===== config.mk =====
export PLATFORM = sky130hd
export DESIGN_NAME = lnds_cell
export DESIGN_NICKNAME = d
export VERILOG_FILES = /design/src/sv/lnds_pkg.sv /design/src/sv/lnds_cell.sv
export SDC_FILE = /design/constraint.sdc
export NUM_CORES = 1
export LEC_CHECK = 0
export ABC_AREA = 0
export BUFFER_PORTS_ARGS = -buffer_cell sky130_fd_sc_hd__buf_2
export CAP_MARGIN = 5
export CORE_UTILIZATION = 30
export CTS_CLUSTER_SIZE = 10
export DETAILED_ROUTE_END_ITERATION = 6
export GPL_TIMING_DRIVEN = 0
export PLACE_DENSITY = 0.62
export REMOVE_ABC_BUFFERS = 1
export SYNTH_ARGS = -nofsm -noshare
export SYNTH_HDL_FRONTEND = slang
export SYNTH_SLANG_ARGS = --single-unit

===== constraint.sdc =====
create_clock -name i_clk -period 7.99 [get_ports i_clk]
set_clock_uncertainty 0.2 [all_clocks]
set_input_delay 0 -clock i_clk [delete_from_list [all_inputs] [get_ports i_clk]]
set_output_delay 0 -clock i_clk [all_outputs]
set_load 0.02 [all_outputs]

===== src/sv/lnds_pkg.sv =====
`default_nettype none

package lnds_pkg;

    localparam int MAX_ITEMS  = 64;
    localparam int VALUE_BITS = 16;
    localparam int RESULT_CAP = 64;

    localparam int VAL_W    = (VALUE_BITS < 16) ? VALUE_BITS : 16;
    localparam int POS_BITS = (MAX_ITEMS > 1) ? $clog2(MAX_ITEMS) : 1;
    localparam int LEN_BITS = $clog2(MAX_ITEMS + 1);

    typedef enum logic [1:0] {
        ST_IDLE,
        ST_SEARCH,
        ST_TRACE
    } t_state;

    // search token travelling up the chain
    typedef struct packed {
        logic                vld;
        logic [VAL_W-1:0]    val;
        logic [LEN_BITS-1:0] len;
        logic [POS_BITS-1:0] pred;
        logic [POS_BITS-1:0] pos;
    } t_tok;

    // stored element, shifted up the chain during traceback
    typedef struct packed {
        logic [VAL_W-1:0]    val;
        logic [POS_BITS-1:0] pred;
    } t_entry;

endpackage

`default_nettype wire


===== src/sv/lnds_cell.sv =====
`default_nettype none

module lnds_cell (
    input  wire logic                            i_clk,
    input  wire logic                            i_rst_n,
    input  wire logic [lnds_pkg::POS_BITS-1:0]   i_idx,
    input  wire lnds_pkg::t_tok                  i_tok,
    output lnds_pkg::t_tok                       o_tok,
    input  wire logic                            i_shift,
    input  wire lnds_pkg::t_entry                i_below,
    output lnds_pkg::t_entry                     o_entry
);
    import lnds_pkg::*;

    t_tok                r_tok;
    t_tok                n_tok;
    logic [VAL_W-1:0]    r_val;
    logic [LEN_BITS-1:0] r_len;
    logic [POS_BITS-1:0] r_pred;
    logic [LEN_BITS:0]   w_cand;
    logic                w_fit;
    logic                w_wr;

    assign w_cand = {1'b0, r_len} + (LEN_BITS + 1)'(1);
    assign w_fit  = i_tok.vld && (i_idx < i_tok.pos) && (i_tok.val >= r_val)
                    && (w_cand >= {1'b0, i_tok.len});
    assign w_wr   = i_tok.vld && (i_idx == i_tok.pos);

    always_comb begin
        n_tok = i_tok;
        if (w_fit) begin
            // later candidate of equal length wins: nearest predecessor
            n_tok.len  = w_cand[LEN_BITS-1:0];
            n_tok.pred = i_idx;
        end
    end

    always_ff @(posedge i_clk) begin
        if (!i_rst_n) begin
            r_tok.vld <= 1'b0;
        end else begin
            r_tok.vld <= n_tok.vld;
        end
        r_tok.val  <= n_tok.val;
        r_tok.len  <= n_tok.len;
        r_tok.pred <= n_tok.pred;
        r_tok.pos  <= n_tok.pos;
    end

    always_ff @(posedge i_clk) begin
        if (i_shift) begin
            r_val  <= i_below.val;
            r_pred <= i_below.pred;
        end else if (w_wr) begin
            r_val  <= i_tok.val;
            r_len  <= i_tok.len;
            r_pred <= i_tok.pred;
        end
    end

    assign o_tok        = r_tok;
    assign o_entry.val  = r_val;
    assign o_entry.pred = r_pred;

endmodule

`default_nettype wire


==> summary.txt <==
Status
  – Outcome: complete, no violations

Finish
  – Final cell count without fillers: 554
  – Layout cells sized above 1: 0.4000
  – # nets final: 517
  – Layout area overhead: 56.31%
  – Number of diodes: 0
  – Post-route cell area: 4494 um2
  – Most common cell after layout, fill and taps aside: buf_2
  – Commonest non-fill, non-tap cells in the layout: buf_2, dlygate4sd3_1, dfxtp_1

Synthesis
  – Avg Cell Area, Syn: 13.07 um2
  – Synth unique cells: 37
  – Number of synthesized register bits: 65
  – Post-Synthesis Cells: 220
  – Main flop type after synthesis: dfxtp_1
  – Post-Syn Area: 2875 um2
  – Post-synth ARST share: 0
  – Register area share after synthesis: 0.5535
  – Synth area leaders: edfxtp_1, dfxtp_1, ha_1
  – Post-synth EDFFs: 29
  – Yosys warnings: 0
  – Synth top area share: 0.3029
  – Largest area contributor in the netlist: edfxtp_1

STA
  – Max Transition Viols Final: 0
  – Worst rel slew slack: 0.5743
  – Setup tns final: 0 ns
  – Period minus WS final: 3.383 ns
  – Final hold slack: 0.07875 ns
  – RSZ-0062 raised after global routing: no
  – Final hold vios: 0
  – Fmax: 0.2956 GHz
  – Final period utilization: 0.4234
  – Setup-failing EPs final: 0
  – Slew @ Worst Pin: 0.6363 ns

Clocking
  – TritonCTS clock tree: done
  – Root buffer selected by CTS: clkbuf_8
  – Cts hold-fix bufs: 68
  – CTS Buf Count: 9
  – Clk sinks: 65
  – Longest Clk Path Bufs: 2
  – H-tree depth: 3
  – Later-pin clock latency in the skew report: 0.33 ns
  – Post_cts resized: 0
  – Setup bufs post-CTS: 0
  – Worst-path clk slew: 0.07 ns

GRT
  – Busiest grt layer: met2
  – Global-route usage over all layers: 0.1522
  – GRT met2 Usage: 0.2631
  – Total grt overflow: 0
  – Initial antenna violation count: 0
  – Met1 Resource Use GR: 0.1767
  – Met3 Usage GRT: 0.04039
  – First-pass GRT wire length: 11.62 mm
  – Vias in the first global route: 2565
  – Largest net degree at the start of global routing: 26

Setup path
  – CP cell instances: nand3_1 > nor2_1 > xor2_1 > ha_1 > a21o_1 > a221oi_1 > o21ai_1 > nand3_4 > mux2_1 > dlygate4sd3_1
  – Crit path buffers/inverters: 1
  – Crit path DAT: 3.40 ns
  – Setup crit end kind: register
  – CP delay by family, top: compound AO/OA/AOI/OAI gates
  – R2R cell count: 10
  – Slowest Stage Delay on Critical Path: 0.55 ns
  – WS Path Type: reg -> reg
  – Critical Path Fanout Max: 13
  – Startpoint Class: register
  – Slowest-stage cell, CP: dlygate4sd3_1
  – Critical Path RT: 8.01 ns
  – Levels on crit path: 10

Floorplanning
  – Core footprint: 9284 um2
  – Die ar.: 9980 um2
  – Die width: 99.90 um
  – Row cnt: 35
  – I/O pin count: 125
  – Initial Util: 0.3097
  – Die Ht: 99.90 um

Min path
  – Worst hold stages: 3
  – Worst hold path type: in -> reg

Pwr
  – IR drop worst, VDD: 0.00008637 V
  – Leak Pwr: 2.152 nW
  – Total power density per cell area: 173.3 nW/um2

Placed design
  – DP Wirelength: 4.766 mm
  – Cell Area, Placed: 3635 um2
  – Placed cells: 469
  – Final GP Congestion: 0.7627
  – IO buf count: 124

Route
  – Residual DRC: 0
  – Wire length per cell: 13.01 um
  – Via density: 4.255
  – DRT iter0 DRCs: 49
  – Post-route ant nets: 0
  – First-pass iteration count of the detailed router: 3
  – Via count: 2357
  – Routed WL: 7.207 mm

Run
  – Max cap viols: 0
[cells in the mapped netlist (2+ instances only)]
cell type	number
a21oi_1	6
buf_1	2
dfxtp_1	36
edfxtp_1	29
ha_1	30
inv_1	29
mux2_1	3
mux2_2	21
mux2_4	9
nand2_1	7
nand2b_1	3
nand3_1	4
nand4_1	3
nor2_1	6
nor2b_1	2
o21a_1	2
o21ai_0	3
o21ai_1	3
xnor2_1	2
xor2_1	3
[worst min-delay path: cells and delay by family]
kind                   cells  cell delay (ns)
and+or+nand+nor            2             0.28
buffers and inverters      1             0.12
[through the flow]
stage | power (mW) | utilization | setup WS [ns]
floorplan | 0.4633 | - | 5.312
global placement | 0.5173 | 0.3915 | 5.207
detailed placement | 0.5197 | 0.3915 | 5.159
CTS | 0.7938 | 0.4825 | 4.602
global route | 0.8235 | 0.4841 | 4.447
finish | 0.7790 | 0.4841 | 4.607
[kinds of logic (layout without fill, tap and decap cells)]
family / Yosys count / count (layout) / share of synthesized area
DFF: 65 / 65 / 0.5535
muxes: 34 / 34 / 0.1445
buffers and inverters: 33 / 238 / 0.04569
and+or+nand+nor: 31 / 31 / 0.06136
adders and majority gates: 30 / 30 / 0.1305
AOI/OAI and AO/OA: 22 / 22 / 0.04917
xor gates and xnor gates: 5 / 5 / 0.01523
[sequential cells by signal, indices dropped and copies added, names as in the netlist]
signal,count
r_pred,6
o_tok,36
r_len,7
r_val,16
[power breakdown]
group	total, mW	internal, mW	switching (mW)
logic	0.160	0.0801	0.0803
registers	0.379	0.372	0.00742
clock network	0.240	0.118	0.122
[worst paths after layout]
check                                        start            endpoint  slack, ns
worst min-delay path                     i_tok[35]  r_len[2]$_DFFE_PP_       0.08
worst max register to register  r_len[2]$_DFFE_PP_    o_tok[6]$_DFF_P_       4.61
worst min register to register  r_len[0]$_DFFE_PP_   o_tok[12]$_DFF_P_       0.35
worst max-delay path            r_len[2]$_DFFE_PP_    o_tok[6]$_DFF_P_       4.61
[area by class of cell]
cell class | count | area [um2]
timing repair buffer | 193 | 1316
multi-input combinational | 122 | 1152
clock buffer | 11 | 141.4
clock inverter | 5 | 22.52
inverter | 29 | 108.9
tap | 129 | 161.4
fill | 885 | 4790
sequential | 65 | 1592
[metal layers]
layer,vias up,part of all wire
met5,-,0
met4,0,0.027
met3,19,0.045
met2,76,0.50
met1,1085,0.43
li1,1177,-
(Power assumes the default switching activity.)
